===== config.mk =====
export PLATFORM = sky130hd
export DESIGN_NAME = johnson_trotter_permutation_step_unit
export DESIGN_NICKNAME = d
export VERILOG_FILES = /design/src/rtl/jt_pkg.sv /design/src/rtl/jt_dpath.sv /design/src/rtl/jt_ctrl.sv /design/src/rtl/johnson_trotter_permutation_step_unit.sv
export SDC_FILE = /design/constraint.sdc
export NUM_CORES = 1
export LEC_CHECK = 0
export BUFFER_PORTS_ARGS = -buffer_cell sky130_fd_sc_hd__buf_4
export CORE_MARGIN = 2
export CORE_UTILIZATION = 54
export CTS_CLUSTER_SIZE = 24
export DETAILED_ROUTE_END_ITERATION = 8
export HOLD_SLACK_MARGIN = 0.15
export PLACE_DENSITY = 0.72
export SETUP_SLACK_MARGIN = 0.1
export SLEW_MARGIN = 20
export SYNTH_ARGS = -nofsm -noshare
export SYNTH_HDL_FRONTEND = slang
export SYNTH_SLANG_ARGS = --single-unit

===== constraint.sdc =====
create_clock -name clk -period 10.45 [get_ports clk]
set_input_delay 1.045 -clock clk [delete_from_list [all_inputs] [get_ports clk]]
set_output_delay 1.045 -clock clk [all_outputs]
set_load 0.01 [all_outputs]

===== src/rtl/jt_pkg.sv =====
// jt_pkg: shared constants, state encoding and command/status structs
// for the permutation step unit; no dependencies
package jt_pkg;

	localparam int MAX_ELEMENTS = 8;
	localparam int VAL_W        = 4;
	localparam int IDX_W        = $clog2(MAX_ELEMENTS);
	localparam int SIZE_W       = 4;
	localparam int CNT_W        = $clog2(MAX_ELEMENTS + 1);

	localparam logic [SIZE_W-1:0] SIZE_RESET = SIZE_W'(MAX_ELEMENTS);

	localparam logic DIR_LEFT  = 1'b0;
	localparam logic DIR_RIGHT = 1'b1;

	typedef enum logic [2:0] {
		ST_IDLE,
		ST_SCAN,
		ST_SWAP,
		ST_FLIP,
		ST_EMIT,
		ST_FIN
	} jt_state_t;

	typedef struct packed {
		logic load_id;
		logic find;
		logic move;
		logic flip;
		logic clr_idx;
		logic emit_elem;
		logic emit_fin;
	} jt_cmd_t;

	typedef struct packed {
		logic found;
		logic idx_last;
		logic out_free;
	} jt_sts_t;

endpackage


===== src/rtl/jt_dpath.sv =====
// jt_dpath: permutation and direction registers, mobile search, swap,
// direction flip and the result register; uses jt_pkg
module jt_dpath (
	input  logic                         clk,
	input  logic                         arst_n,
	input  logic                         cfg_wr_en,
	input  logic [jt_pkg::SIZE_W-1:0]    cfg_wr_data,
	input  jt_pkg::jt_cmd_t              cmd,
	output jt_pkg::jt_sts_t              sts,
	output logic                         out_valid,
	input  logic                         out_stall,
	output logic [jt_pkg::VAL_W-1:0]     element_value,
	output logic [jt_pkg::IDX_W-1:0]     position,
	output logic                         last,
	output logic                         finished
);

	logic [jt_pkg::MAX_ELEMENTS-1:0][jt_pkg::VAL_W-1:0] perm_q;
	logic [jt_pkg::MAX_ELEMENTS-1:0]                    dir_q;
	logic [jt_pkg::SIZE_W-1:0]                          size_q;
	logic [jt_pkg::IDX_W-1:0]                           best_q;
	logic                                               found_q;
	logic [jt_pkg::VAL_W-1:0]                           moved_q;
	logic [jt_pkg::IDX_W-1:0]                           idx_q;
	logic                                               out_valid_q;
	logic [jt_pkg::VAL_W-1:0]                           value_q;
	logic [jt_pkg::IDX_W-1:0]                           pos_q;
	logic                                               last_q;
	logic                                               fin_q;

	logic [jt_pkg::CNT_W-1:0]  n_act;
	logic [jt_pkg::IDX_W-1:0]  last_idx;
	logic [jt_pkg::IDX_W-1:0]  best_c;
	logic                      found_c;
	logic [jt_pkg::IDX_W-1:0]  swap_idx;

	always_comb begin
		if (size_q == '0) begin
			n_act = jt_pkg::CNT_W'(1);
		end else if (jt_pkg::CNT_W'(size_q) > jt_pkg::CNT_W'(jt_pkg::MAX_ELEMENTS)) begin
			n_act = jt_pkg::CNT_W'(jt_pkg::MAX_ELEMENTS);
		end else begin
			n_act = jt_pkg::CNT_W'(size_q);
		end
		last_idx = jt_pkg::IDX_W'(n_act - jt_pkg::CNT_W'(1));
	end

	// largest mobile element over the active positions
	always_comb begin
		logic [jt_pkg::VAL_W-1:0] best_v;
		logic                     mob;
		best_v  = '0;
		best_c  = '0;
		found_c = 1'b0;
		for (int i = 0; i < jt_pkg::MAX_ELEMENTS; i++) begin
			mob = 1'b0;
			if (dir_q[i] == jt_pkg::DIR_LEFT) begin
				mob = (i > 0) &&
					(perm_q[i] > perm_q[jt_pkg::IDX_W'(i - 1)]);
			end else begin
				mob = (jt_pkg::CNT_W'(i + 1) < n_act) &&
					(perm_q[i] > perm_q[jt_pkg::IDX_W'(i + 1)]);
			end
			if ((jt_pkg::CNT_W'(i) < n_act) && mob && (perm_q[i] > best_v)) begin
				best_v  = perm_q[i];
				best_c  = jt_pkg::IDX_W'(i);
				found_c = 1'b1;
			end
		end
	end

	assign swap_idx = (dir_q[best_q] == jt_pkg::DIR_LEFT) ? best_q - 1'b1 : best_q + 1'b1;

	always_ff @(posedge clk or negedge arst_n) begin
		if (!arst_n) begin
			size_q <= jt_pkg::SIZE_RESET;
			for (int i = 0; i < jt_pkg::MAX_ELEMENTS; i++) begin
				perm_q[i] <= jt_pkg::VAL_W'(i + 1);
			end
			dir_q <= '0;
		end else begin
			if (cfg_wr_en) begin
				size_q <= cfg_wr_data;
			end
			if (cfg_wr_en || cmd.load_id) begin
				for (int i = 0; i < jt_pkg::MAX_ELEMENTS; i++) begin
					perm_q[i] <= jt_pkg::VAL_W'(i + 1);
				end
				dir_q <= '0;
			end else if (cmd.move) begin
				perm_q[best_q]   <= perm_q[swap_idx];
				perm_q[swap_idx] <= perm_q[best_q];
				dir_q[best_q]    <= dir_q[swap_idx];
				dir_q[swap_idx]  <= dir_q[best_q];
			end else if (cmd.flip) begin
				for (int i = 0; i < jt_pkg::MAX_ELEMENTS; i++) begin
					if ((jt_pkg::CNT_W'(i) < n_act) && (perm_q[i] > moved_q)) begin
						dir_q[i] <= ~dir_q[i];
					end
				end
			end
		end
	end

	always_ff @(posedge clk or negedge arst_n) begin
		if (!arst_n) begin
			found_q <= 1'b0;
			idx_q   <= '0;
		end else begin
			if (cmd.find) begin
				found_q <= found_c;
			end
			if (cmd.clr_idx) begin
				idx_q <= '0;
			end else if (cmd.emit_elem) begin
				idx_q <= idx_q + 1'b1;
			end
		end
	end

	always_ff @(posedge clk) begin
		if (cmd.find) begin
			best_q <= best_c;
		end
		if (cmd.move) begin
			moved_q <= perm_q[best_q];
		end
	end

	// result register
	always_ff @(posedge clk or negedge arst_n) begin
		if (!arst_n) begin
			out_valid_q <= 1'b0;
		end else if (cmd.emit_elem || cmd.emit_fin) begin
			out_valid_q <= 1'b1;
		end else if (!out_stall) begin
			out_valid_q <= 1'b0;
		end
	end

	always_ff @(posedge clk) begin
		if (cmd.emit_elem) begin
			value_q <= perm_q[idx_q];
			pos_q   <= idx_q;
			last_q  <= (idx_q == last_idx);
			fin_q   <= 1'b0;
		end else if (cmd.emit_fin) begin
			value_q <= '0;
			pos_q   <= '0;
			last_q  <= 1'b1;
			fin_q   <= 1'b1;
		end
	end

	assign sts.found    = found_q;
	assign sts.idx_last = (idx_q == last_idx);
	assign sts.out_free = !out_valid_q || !out_stall;

	assign out_valid     = out_valid_q;
	assign element_value = value_q;
	assign position      = pos_q;
	assign last          = last_q;
	assign finished      = fin_q;

`ifndef SYNTHESIS
	a_best_in_range: assert property (@(posedge clk) disable iff (!arst_n)
		cmd.find |=> (!found_q || (best_q <= last_idx)))
		else $error("mobile index beyond active size");

	a_last_tag: assert property (@(posedge clk) disable iff (!arst_n)
		(cmd.emit_elem && (idx_q == last_idx)) |=> (last_q && !fin_q))
		else $error("final element not tagged last");

	a_fin_report: assert property (@(posedge clk) disable iff (!arst_n)
		cmd.emit_fin |=> (fin_q && last_q && (value_q == '0) && (pos_q == '0)))
		else $error("malformed finished report");

	a_flip_keeps_perm: assert property (@(posedge clk) disable iff (!arst_n)
		(cmd.flip && !cfg_wr_en) |=> $stable(perm_q))
		else $error("permutation changed during direction flip");
`endif

endmodule


===== src/rtl/jt_ctrl.sv =====
// jt_ctrl: sequencer for scan, swap, flip and result emission
// uses jt_pkg state and command/status types
module jt_ctrl (
	input  logic            clk,
	input  logic            arst_n,
	input  logic            in_valid,
	output logic            in_stall,
	input  logic            restart,
	input  jt_pkg::jt_sts_t sts,
	output jt_pkg::jt_cmd_t cmd
);

	jt_pkg::jt_state_t state_q;
	jt_pkg::jt_state_t state_d;

	always_ff @(posedge clk or negedge arst_n) begin
		if (!arst_n) begin
			state_q <= jt_pkg::ST_IDLE;
		end else begin
			state_q <= state_d;
		end
	end

	always_comb begin
		state_d  = state_q;
		cmd      = '0;
		in_stall = 1'b1;
		case (state_q)
			jt_pkg::ST_IDLE: begin
				in_stall = 1'b0;
				if (in_valid) begin
					if (restart) begin
						cmd.load_id = 1'b1;
						cmd.clr_idx = 1'b1;
						state_d     = jt_pkg::ST_EMIT;
					end else begin
						state_d = jt_pkg::ST_SCAN;
					end
				end
			end
			jt_pkg::ST_SCAN: begin
				cmd.find = 1'b1;
				state_d  = jt_pkg::ST_SWAP;
			end
			jt_pkg::ST_SWAP: begin
				if (sts.found) begin
					cmd.move = 1'b1;
					state_d  = jt_pkg::ST_FLIP;
				end else begin
					state_d = jt_pkg::ST_FIN;
				end
			end
			jt_pkg::ST_FLIP: begin
				cmd.flip    = 1'b1;
				cmd.clr_idx = 1'b1;
				state_d     = jt_pkg::ST_EMIT;
			end
			jt_pkg::ST_EMIT: begin
				if (sts.out_free) begin
					cmd.emit_elem = 1'b1;
					if (sts.idx_last) begin
						state_d = jt_pkg::ST_IDLE;
					end
				end
			end
			jt_pkg::ST_FIN: begin
				if (sts.out_free) begin
					cmd.emit_fin = 1'b1;
					state_d      = jt_pkg::ST_IDLE;
				end
			end
			default: begin
				state_d = jt_pkg::ST_IDLE;
			end
		endcase
	end

`ifndef SYNTHESIS
	a_cmd_exclusive: assert property (@(posedge clk) disable iff (!arst_n)
		$onehot0({cmd.load_id, cmd.find, cmd.move, cmd.flip, cmd.emit_elem, cmd.emit_fin}))
		else $error("more than one datapath operation at once");

	a_swap_after_scan: assert property (@(posedge clk) disable iff (!arst_n)
		cmd.move |-> $past(cmd.find))
		else $error("swap without a preceding scan");

	a_emit_needs_room: assert property (@(posedge clk) disable iff (!arst_n)
		(cmd.emit_elem || cmd.emit_fin) |-> sts.out_free)
		else $error("result loaded while output register busy");
`endif

endmodule


===== src/rtl/johnson_trotter_permutation_step_unit.sv =====
// johnson_trotter_permutation_step_unit: top level of the permutation
// step unit; instantiates jt_ctrl and jt_dpath, uses jt_pkg
//
// input channel: in_valid/in_stall carry one restart bit per transaction.
//   restart=1 loads the identity 1..n with all directions left and emits it;
//   restart=0 moves the largest mobile element one place, reverses the
//   direction of all larger elements and emits the new permutation.
// output channel: out_valid/out_stall carry one position per transaction,
//   positions 0..n-1 in order, last set on position n-1. with no mobile
//   element a single transaction with finished=1, last=1, value 0 is sent.
// config: cfg_wr_en writes size_in_use (0 acts as 1, above 8 acts as 8)
//   and reloads the identity; write only while the unit is idle.
// sequence: a restart that is accepted loads the identity and goes straight
//   to emission; an advance first steps through scan, swap, flip and load.
//   results then leave one per cycle while out_stall is low, all through
//   the one result register. in_stall is high while an item is being
//   worked on
// a stalled receiver holds the output register and pauses emission
//   without losing results.
// reset: size 8, identity permutation, all directions left, no output valid.
module johnson_trotter_permutation_step_unit (
	input  logic                       clk,
	input  logic                       arst_n,
	input  logic                       cfg_wr_en,
	input  logic [jt_pkg::SIZE_W-1:0]  cfg_wr_data,
	input  logic                       in_valid,
	output logic                       in_stall,
	input  logic                       restart,
	output logic                       out_valid,
	input  logic                       out_stall,
	output logic [jt_pkg::VAL_W-1:0]   element_value,
	output logic [jt_pkg::IDX_W-1:0]   position,
	output logic                       last,
	output logic                       finished
);

	jt_pkg::jt_cmd_t cmd;
	jt_pkg::jt_sts_t sts;

	jt_ctrl u_ctrl (
		.clk      (clk),
		.arst_n   (arst_n),
		.in_valid (in_valid),
		.in_stall (in_stall),
		.restart  (restart),
		.sts      (sts),
		.cmd      (cmd)
	);

	jt_dpath u_dpath (
		.clk           (clk),
		.arst_n        (arst_n),
		.cfg_wr_en     (cfg_wr_en),
		.cfg_wr_data   (cfg_wr_data),
		.cmd           (cmd),
		.sts           (sts),
		.out_valid     (out_valid),
		.out_stall     (out_stall),
		.element_value (element_value),
		.position      (position),
		.last          (last),
		.finished      (finished)
	);

endmodule

==> impl_metrics.tcl, run 1 <==
set metrics [dict create \
    outcome "finished, final reports clean" \
    initial_core_util_pct 54.81 \
    grt_pass1_vias 6304 \
    slew_headroom_pct 16.24 \
    dpl_worst_slack_ps 1427 \
    fin_area_um2 7058 \
    critPathMaxFanout 6 \
    worst_path_largest_cell_delay_ps 600 \
    ys_ff_latch 68 \
    clockRootBuffer "clkbuf_16" \
    synth_top_area_cell "dfrtp_1" \
    rsz0062_at_grt "false" \
    synth-async-reset-ratio_pct 76.47 \
    synth.top_cell.area_share_pct 14.56 \
    dieWidth_um 114.0 \
    nFillCells 1035 \
    synthTopCellsByArea "dfrtp_1, ha_1, edfxtp_1, dfstp_2, mux4_2" \
    ys.flop_type "dfrtp_1" \
    chipHeight_um 114.0 \
    grt_max_degree 53 \
    multi_input_area_um2 4404 \
    cp.arrival_ps 9400 \
    area_growth_pct 8.107 \
    ys_seq_area_share_pct 27.41 \
    hold_buffers 0 \
    dr.pass1.iters 6 \
    wl_per_cell_um 27.06 \
    drt_drc_violations_left 0 \
    hp-class "flop to flop" \
    drt_iter0_markers 1179 \
    synthCells 734 \
    syn_nets 818 \
    ant_nets 0 \
    whs_path_depth 1 \
    vias 6573 \
    grt_pass1_wl_um 37020 \
    dpl-instance-area_um2 6768 \
    leakagePower_uw 0.003008 \
    start_kind "flop" \
    ff_latch_area_um2 1789 \
    numCtsBuffers 9 \
    post_cts_buffers 0 \
    yosysMostFrequentCell "ha_1" \
    finClkSkew_ps 7.693 \
    setup_tns_ps 0 \
    drt-total-wl_um 24190 \
    row_count 40 \
    crit_type "flop to flop" \
    end_kind "flop" \
    fin_hold_ws_ps 488.3 \
    grt.overflow.total 0 \
    cts_buffer_depth 2 \
    h-tree-depth 3 \
    cts_sinks 68 \
    finalNetCount 826 \
    final_hold_viol_count 0 \
    cpMostUsedCell "ha_1" \
    cts_tree "built" \
    synth-edff-count 15 \
    synth_cell_types 86 \
    clock_latency_ps 350 \
    hpwl_um 17690 \
    dieArea_um2 12990 \
    cts.clk_slew.worst_paths_ps 60 \
    fmax_mhz 107.5 \
    rr_worst_depth 43 \
    p_per_area_nw_per_um2 259.1 \
    port_buffers 20 \
    via_per_inst 7.352 \
    period_minus_slack_ps 9303 \
    required_ps 10550 \
    yosysWarnings 0 \
    diodes 0 \
    worst_slew_pin_slew_ps 1243 \
    cpMaxStageDelayCell "or4_1" \
    timing.final.crit_share_pct 89.03 \
    setup_ws_ps 1147 \
    gp_congestion 1.012 \
    synthTopCellsByCount "ha_1, nand2_1, nor2_1" \
    post_cts_resize_count 0 \
    grt_usage_pct 38.33 \
    slew_viol_final 0 \
    drive_gt1_share_pct 14.06 \
    io_pins 21 \
    rrSetupSlack_ps 1150 \
    maxCapViolCount 0 \
    vdd_ir_drop_max_uv 172.5 \
    antenna_found_initial 0 \
    syn_avg_cell_area_um2 8.895 \
    syn-cell-area_um2 6529 \
    core_area_um2 11910 \
    setup_violations 0 \
]
[cell usage in the layout, fill, tap and decap left out, types with 16 or more instances in the layout]
| master | n |
|---|---|
| nand3_1 | 18 |
| nor3_1 | 16 |
| nor2_1 | 58 |
| o21ai_0 | 35 |
| dfrtp_1 | 38 |
| ha_1 | 73 |
| mux2i_1 | 17 |
| inv_1 | 49 |
| buf_4 | 27 |
| nand2_1 | 61 |
| nor2b_1 | 22 |
| a21oi_1 | 40 |
[registers in the layout (all words and copies together), names as in the netlist, 3 cells and up]
name and flops:
u_dpath.size_q 4, u_dpath.element_value 4, u_dpath.position 3, u_dpath.perm_q 32
u_dpath.dir_q 8, u_dpath.best_q 3, u_dpath.moved_q 4, u_dpath.idx_q 3
u_ctrl.state_q 3
[worst max-delay path, delay by kind of cell (launching register included)]
family / cells / cell delay, ps
AO/OA/AOI/OAI: 14 / 2900
adder cells (fa/ha/maj): 6 / 1890
buffers and inverters: 3 / 210
flip-flops: 1 / 430
multiplexers: 4 / 1250
AND/OR/NAND/NOR: 16 / 2340
[routing by layer]
| metal | GRT usage [%] | wire, um |
|---|---|---|
| met5 | 1.176 | 17 |
| met3 | 7.333 | 2801 |
| met4 | 23.50 | 1975 |
| met1 | 49.03 | 8887 |
| met2 | 59.96 | 10510 |
[metrics by stage]
stage | instances | util, % | total power [uW]
after floorplan | 734 | - | 1176
after global placement | 878 | 56.82 | 1453
after detailed placement | 878 | 56.82 | 1481
after CTS | 894 | 59.25 | 1786
after global routing | 894 | 59.25 | 1915
final | 894 | 59.25 | 1829
[kinds of logic after synthesis]
logic type / synth area share, %
simple gates: 18.44
compound gates: 24.70
buf+inv: 5.136
fa+ha+maj: 14.30
flops: 27.41
mux: 8.816
xor+xnor: 1.207
[path summary, 6_finish.rpt]
| kind | start | to |
|---|---|---|
| max in group asynchronous | arst_n | u_dpath.dir_q[4] |
| hold / removal | u_dpath.finished | u_dpath.finished |
| min in group asynchronous | arst_n | u_dpath.out_valid |
| setup reg to reg | u_dpath.size_q[2] | u_dpath.best_q[2] |
| hold reg to reg | u_dpath.finished | u_dpath.finished |
| setup / recovery | u_dpath.size_q[2] | u_dpath.best_q[2] |
[final cells by class]
class,count,share of cell area (%)
clock inverters,3,0.2659
well taps,147,2.606
inverters,50,2.659
flip-flops and latches,68,25.35
multi-input cells,586,62.40
clock buffers,13,3.847
repair buffers,27,2.872
[power breakdown]
| part | internal [uW] | leakage [uW] | switching (uW) |
|---|---|---|---|
| combinational | 391 | 0.00206 | 708 |
| clock | 181 | 0.000141 | 120 |
| sequential | 335 | 0.000805 | 92.9 |
(Power assumes the default switching activity.)
==> run 2, diff against run 1 <==
--- a/config.mk
+++ b/config.mk
@@ -7,11 +7,11 @@
 export LEC_CHECK = 0
 export BUFFER_PORTS_ARGS = -buffer_cell sky130_fd_sc_hd__buf_4
 export CORE_MARGIN = 2
-export CORE_UTILIZATION = 54
+export CORE_UTILIZATION = 46
 export CTS_CLUSTER_SIZE = 24
 export DETAILED_ROUTE_END_ITERATION = 8
 export HOLD_SLACK_MARGIN = 0.15
-export PLACE_DENSITY = 0.72
+export PLACE_DENSITY = 0.63
 export SETUP_SLACK_MARGIN = 0.1
 export SLEW_MARGIN = 20
 export SYNTH_ARGS = -nofsm -noshare
==> run 2 against run 1 <==
Effect of this change:
- register-to-register slack lost 90 ps
- highest routed layer is now met4
- count of clock-buffer cells in the layout rose by 2
- wire length up 3.2%
- sequential share of layout area is 0.13 points lower
- utilization shrank 8.2 points
- non-clock buffer count stayed put
- setup slack got worse by 95 ps
- via count down 0.53%
- final area increased by 0.50%
- first-iteration DRC count shrank 38%
- flip-flop and latch count did not move
==> impl_metrics.tcl, run 2 (synthesis results as in run 1) <==
set metrics [dict create \
    cts_sinks 68 \
    cpMaxStageDelayCell "or4_1" \
    drive_gt1_share_pct 13.79 \
    layout_common_cells "ha_1, nand2_1, nor2_1" \
    top_register "u_dpath.perm_q" \
    cts_tree "built" \
    chipHeight_um 123.1 \
    post_cts_buffers 0 \
    hpwl_um 18110 \
    dr.pass1.iters 7 \
    clockRootBuffer "clkbuf_16" \
    hold_buffers 0 \
    dieArea_um2 15160 \
    grt_usage_pct 34.41 \
    gp_congestion 0.9803 \
    rsz0062_at_grt "false" \
    leakagePower_uw 0.003005 \
    worst_slew_pin_slew_ps 938.8 \
    numCtsBuffers 9 \
    fin_hold_ws_ps 485.4 \
    port_buffers 20 \
    cp.arrival_ps 9510 \
    via_per_inst 7.053 \
    vias 6538 \
    vdd_ir_drop_max_uv 112.4 \
    slew_headroom_pct 37.35 \
    crit_type "flop to flop" \
    h-tree-depth 3 \
    p_per_area_nw_per_um2 258.8 \
    grt_pass1_wl_um 38130 \
    critPathMaxFanout 6 \
    finClkSkew_ps 6.718 \
    worst_path_largest_cell_delay_ps 610 \
    drt_drc_violations_left 0 \
    drt_iter0_markers 733 \
    antenna_found_initial 0 \
    fin_area_um2 7093 \
    slew_viol_final 0 \
    nFillCells 1316 \
    drt-total-wl_um 24970 \
    final_common_cell "ha_1" \
    setup_ws_ps 1052 \
    clock_latency_ps 350 \
    setup_violations 0 \
    dieWidth_um 123.1 \
    maxCapViolCount 0 \
    final_hold_viol_count 0 \
    core_area_um2 13880 \
    cts_buffer_depth 2 \
    area_growth_pct 8.643 \
    row_count 43 \
    outcome "finished, final reports clean" \
    cts.clk_slew.worst_paths_ps 60 \
    start_kind "flop" \
    grt_max_degree 53 \
    largest_reg_flops 32 \
    hp-class "flop to flop" \
    wl_per_cell_um 26.94 \
    post_cts_resize_count 0 \
    period_minus_slack_ps 9398 \
    cpMostUsedCell "ha_1" \
    crit_buf_inv 3 \
    finalNetCount 826 \
    dpl_worst_slack_ps 1338 \
    fmax_mhz 106.4 \
    required_ps 10560 \
    crit_family "simple AND/OR/NAND/NOR gates" \
    io_pins 21 \
    initial_core_util_pct 47.03 \
    top_regs "u_dpath.perm_q: 32 flops, u_dpath.dir_q: 8 flops" \
    end_kind "flop" \
    ant_nets 0 \
    grt_pass1_vias 6464 \
    timing.final.crit_share_pct 89.93 \
    setup_tns_ps 0 \
    diodes 0 \
    grt.overflow.total 0 \
    dpl-instance-area_um2 6809 \
]
## run 2: power by group
part           total [uW]  switching [uW]  leakage [uW]  internal, uW
clock                 297             116      0.000139           181
combinational        1110             714       0.00206           391
sequential            433            98.2      0.000805           335
## run 2: stage by stage
stage | utilization, % | instances | total power [uW]
finish | 51.10 | 927 | 1836
global route | 51.10 | 927 | 1937
CTS | 51.10 | 927 | 1797
detailed placement | 49.05 | 911 | 1494
global placement | 49.05 | 911 | 1474
floorplan | - | 734 | 1176
## run 2: worst register-to-register path, delay by kind of cell (launching register included)
kind	cells	cell delay [ps]
AND/OR/NAND/NOR	18	3060
multiplexers	4	1150
adder cells (fa/ha/maj)	6	1900
flip-flops	1	440
AO/OA/AOI/OAI	12	2400
buffers and inverters	3	190
## run 2: cell type report
class                           instances  area (um2)  share of cell area [%]
Inverter                               50       187.7                   2.646
Multi-Input combinational cell        586        4404                   62.09
Clock inverter                          1       5.005                 0.07056
Tap cell                              180       225.2                   3.175
Clock buffer                           15       279.0                   3.934
Sequential cell                        68        1789                   25.22
Timing Repair Buffer                   27       202.7                   2.858
## run 2: path summary, 6_finish.rpt
check / to / cells past startpoint / from / slack, ps
worst max-delay path: u_dpath.best_q[2] / 43 / u_dpath.size_q[1] / 1050
worst min-delay path: u_dpath.finished / 1 / u_dpath.finished / 490
worst max register to register: u_dpath.best_q[2] / 43 / u_dpath.size_q[1] / 1050
worst min register to register: u_dpath.finished / 1 / u_dpath.finished / 490
max in group asynchronous: u_dpath.perm_q[30] / 1 / arst_n / 9200
min in group asynchronous: u_dpath.idx_q[0] / 1 / arst_n / 750
## run 2: metal layers
metal | part of all wire (%) | GRT usage (%)
met5 | 0 | 0
met4 | 6.3 | 19.18
met3 | 11 | 10.06
met2 | 45 | 54.33
met1 | 37 | 41.97
==> run 3, diff against run 2 <==
--- a/config.mk
+++ b/config.mk
@@ -11,7 +11,7 @@
 export CTS_CLUSTER_SIZE = 24
 export DETAILED_ROUTE_END_ITERATION = 8
 export HOLD_SLACK_MARGIN = 0.15
-export PLACE_DENSITY = 0.63
+export PLACE_DENSITY = 0.65
 export SETUP_SLACK_MARGIN = 0.1
 export SLEW_MARGIN = 20
 export SYNTH_ARGS = -nofsm -noshare
==> constraint.sdc (replaced) <==
create_clock -name clk -period 7.83 [get_ports clk]
set_input_delay 0.783 -clock clk [delete_from_list [all_inputs] [get_ports clk]]
set_output_delay 0.783 -clock clk [all_outputs]
set_load 0.01 [all_outputs]
==> run 3 against run 2 <==
Effect of this change:
- the run now ends with negative setup slack left
- combinational power increased by 54%
- sequential power increased by 28%
- cell count increased by 7.2%
- final area increased by 11%
- fmax increased by 16%
- first-iteration DRC count increased by 19%
==> impl_metrics.tcl, run 3 (synthesis results as in run 1) <==
set metrics [dict create \
    finalNetCount 893 \
    maxCapViolCount 0 \
    crit_type "flop to flop" \
    end_kind "flop" \
    setup_violations 4 \
    via_per_inst 6.838 \
    timing.final.crit_share_pct 103.9 \
    cts_tree "built" \
    area_growth_pct 21.06 \
    top_register "u_dpath.perm_q" \
    pwr-share-comb_pct 64.6 \
    internal_power_uw 1329 \
    final_common_cell "buf_4" \
    p_per_area_nw_per_um2 334.3 \
    vias 6797 \
    largest_reg_flops 32 \
    grt_pass1_vias 6745 \
    clkPwrFrac_pct 14.4 \
    outcome "finished with violations" \
    hold_buffers 0 \
    p_seq_share_pct 21.0 \
    switchingPower_uw 1313 \
    rsz0062_at_grt "true" \
    dr.pass1.iters 7 \
    drt_drc_violations_left 0 \
    start_kind "flop" \
    chipHeight_um 123.1 \
    slew_viol_final 0 \
    fmax_mhz 122.9 \
    initial_core_util_pct 47.03 \
    worst_slew_pin_slew_ps 943.8 \
    layout_common_cells "buf_4, nand2_1, ha_1" \
    drt-total-wl_um 25970 \
    grt_usage_pct 35.47 \
    p_sw_share_pct 49.70 \
    cpMaxStageDelayCell "dfstp_2" \
    cts_buffer_depth 2 \
    core_area_um2 13880 \
    cts.clk_slew.worst_paths_ps 60 \
    violations "negative setup slack" \
    cpMostUsedCell "buf_4" \
    critPathMaxFanout 5 \
    gp_congestion 1.015 \
    wl_per_cell_um 26.12 \
    io_pins 21 \
    row_count 43 \
    drive_gt1_share_pct 25.80 \
    numCtsBuffers 9 \
    grt.overflow.total 0 \
    period_minus_slack_ps 8135 \
    finalCoreUtilization_pct 56.94 \
    vdd_ir_drop_max_uv 219.9 \
    hpwl_um 18840 \
    grt_pass1_wl_um 39150 \
    port_buffers 20 \
    final_hold_viol_count 0 \
    drt_iter0_markers 874 \
    diodes 0 \
    dieArea_um2 15160 \
    h-tree-depth 3 \
    hp-class "input port to async pin" \
    top_regs "u_dpath.perm_q: 32 flops, u_dpath.dir_q: 8 flops" \
    worst_path_largest_cell_delay_ps 530 \
    ant_nets 0 \
    cp.arrival_ps 8240 \
    finClkSkew_ps 7.787 \
    antenna_found_initial 0 \
    required_ps 7940 \
    dieWidth_um 123.1 \
    slew_headroom_pct 37.01 \
    clock_latency_ps 360 \
    setup_ws_ps -304.9 \
    leakagePower_uw 0.003361 \
    cts_sinks 68 \
    setup_tns_ps -1108 \
    grt_max_degree 53 \
    clockRootBuffer "clkbuf_16" \
]
-- run 3: cell count changes in the layout (fill, tap and decap cells not counted), sizes merged --
cell	previous run	this run
buf	27	94
clkbuf	15	9
clkinvlp	0	3
clkinv	1	3
inv	50	51
-- run 3: path summary, 6_finish.rpt --
kind | startpoint | endpoint | cells past startpoint | slack, ps
max reg2reg | u_dpath.perm_q[0] | u_dpath.best_q[2] | 43 | -300
min | arst_n | u_ctrl.state_q[2] | 1 | 480
max | u_dpath.perm_q[0] | u_dpath.best_q[2] | 43 | -300
min in group clk | u_dpath.finished | u_dpath.finished | 1 | 490
max in group asynchronous | arst_n | u_dpath.dir_q[4] | 1 | 6880
min reg2reg | u_dpath.finished | u_dpath.finished | 1 | 490
-- run 3: worst max-delay path: cells and delay by family (launching register included) --
family,cells,cell delay (ps)
AND/OR/NAND/NOR,11,1490
multiplexers,4,1030
buffers and inverters,11,1200
adder cells (fa/ha/maj),5,1380
flip-flops,1,530
AO/OA/AOI/OAI,12,2240
-- run 3: per-stage QoR --
stage                     setup slack, ps  hold WS (ps)  std cells  area [um2]  power [uW]
after floorplan                     116.3         460.8        734        6679        1617
after global placement             -204.1         469.6        959        7308        2048
after detailed placement           -686.8         478.6        959        7308        2095
after CTS                          -260.0         491.2        990        7815        2537
after global routing               -704.9         503.8        994        7904        2777
final                              -304.9         484.5        994        7904        2642
-- run 3: per-layer routing --
metal | GRT usage (%) | part of all wire [%] | vias to the layer above
met2 | 55.39 | 44 | 460
met4 | 23.79 | 7.0 | 0
met5 | 0 | 0 | -
met1 | 42.60 | 37 | 3245
met3 | 9.640 | 12 | 137
li1 | - | - | 2955
-- run 3: cell type report --
cell class                      count  area, um2
Inverter                           50      187.7
Clock inverter                      7      42.54
Timing Repair Buffer               94      716.9
Tap cell                          180      225.2
Multi-Input combinational cell    586       4717
Clock buffer                        9      225.2
Sequential cell                    68       1789
Fill cell                        1247       5977
-- run 3: repair_timing --
action / 4_1_cts / 5_1_grt
setup buffers: 15 / 4
pin swaps: 11 / 9
endpoints found under the setup margin: 4 / 4
gates resized for setup: 26 / 9
-- run 3: power by group through the flow --
stage	clock network [uW]	registers [uW]	logic, uW
CTS	384	550	1600
floorplan	0	506	1110
detailed placement	0	555	1540
global placement	0	553	1500
global route	400	564	1810
finish	380	555	1710
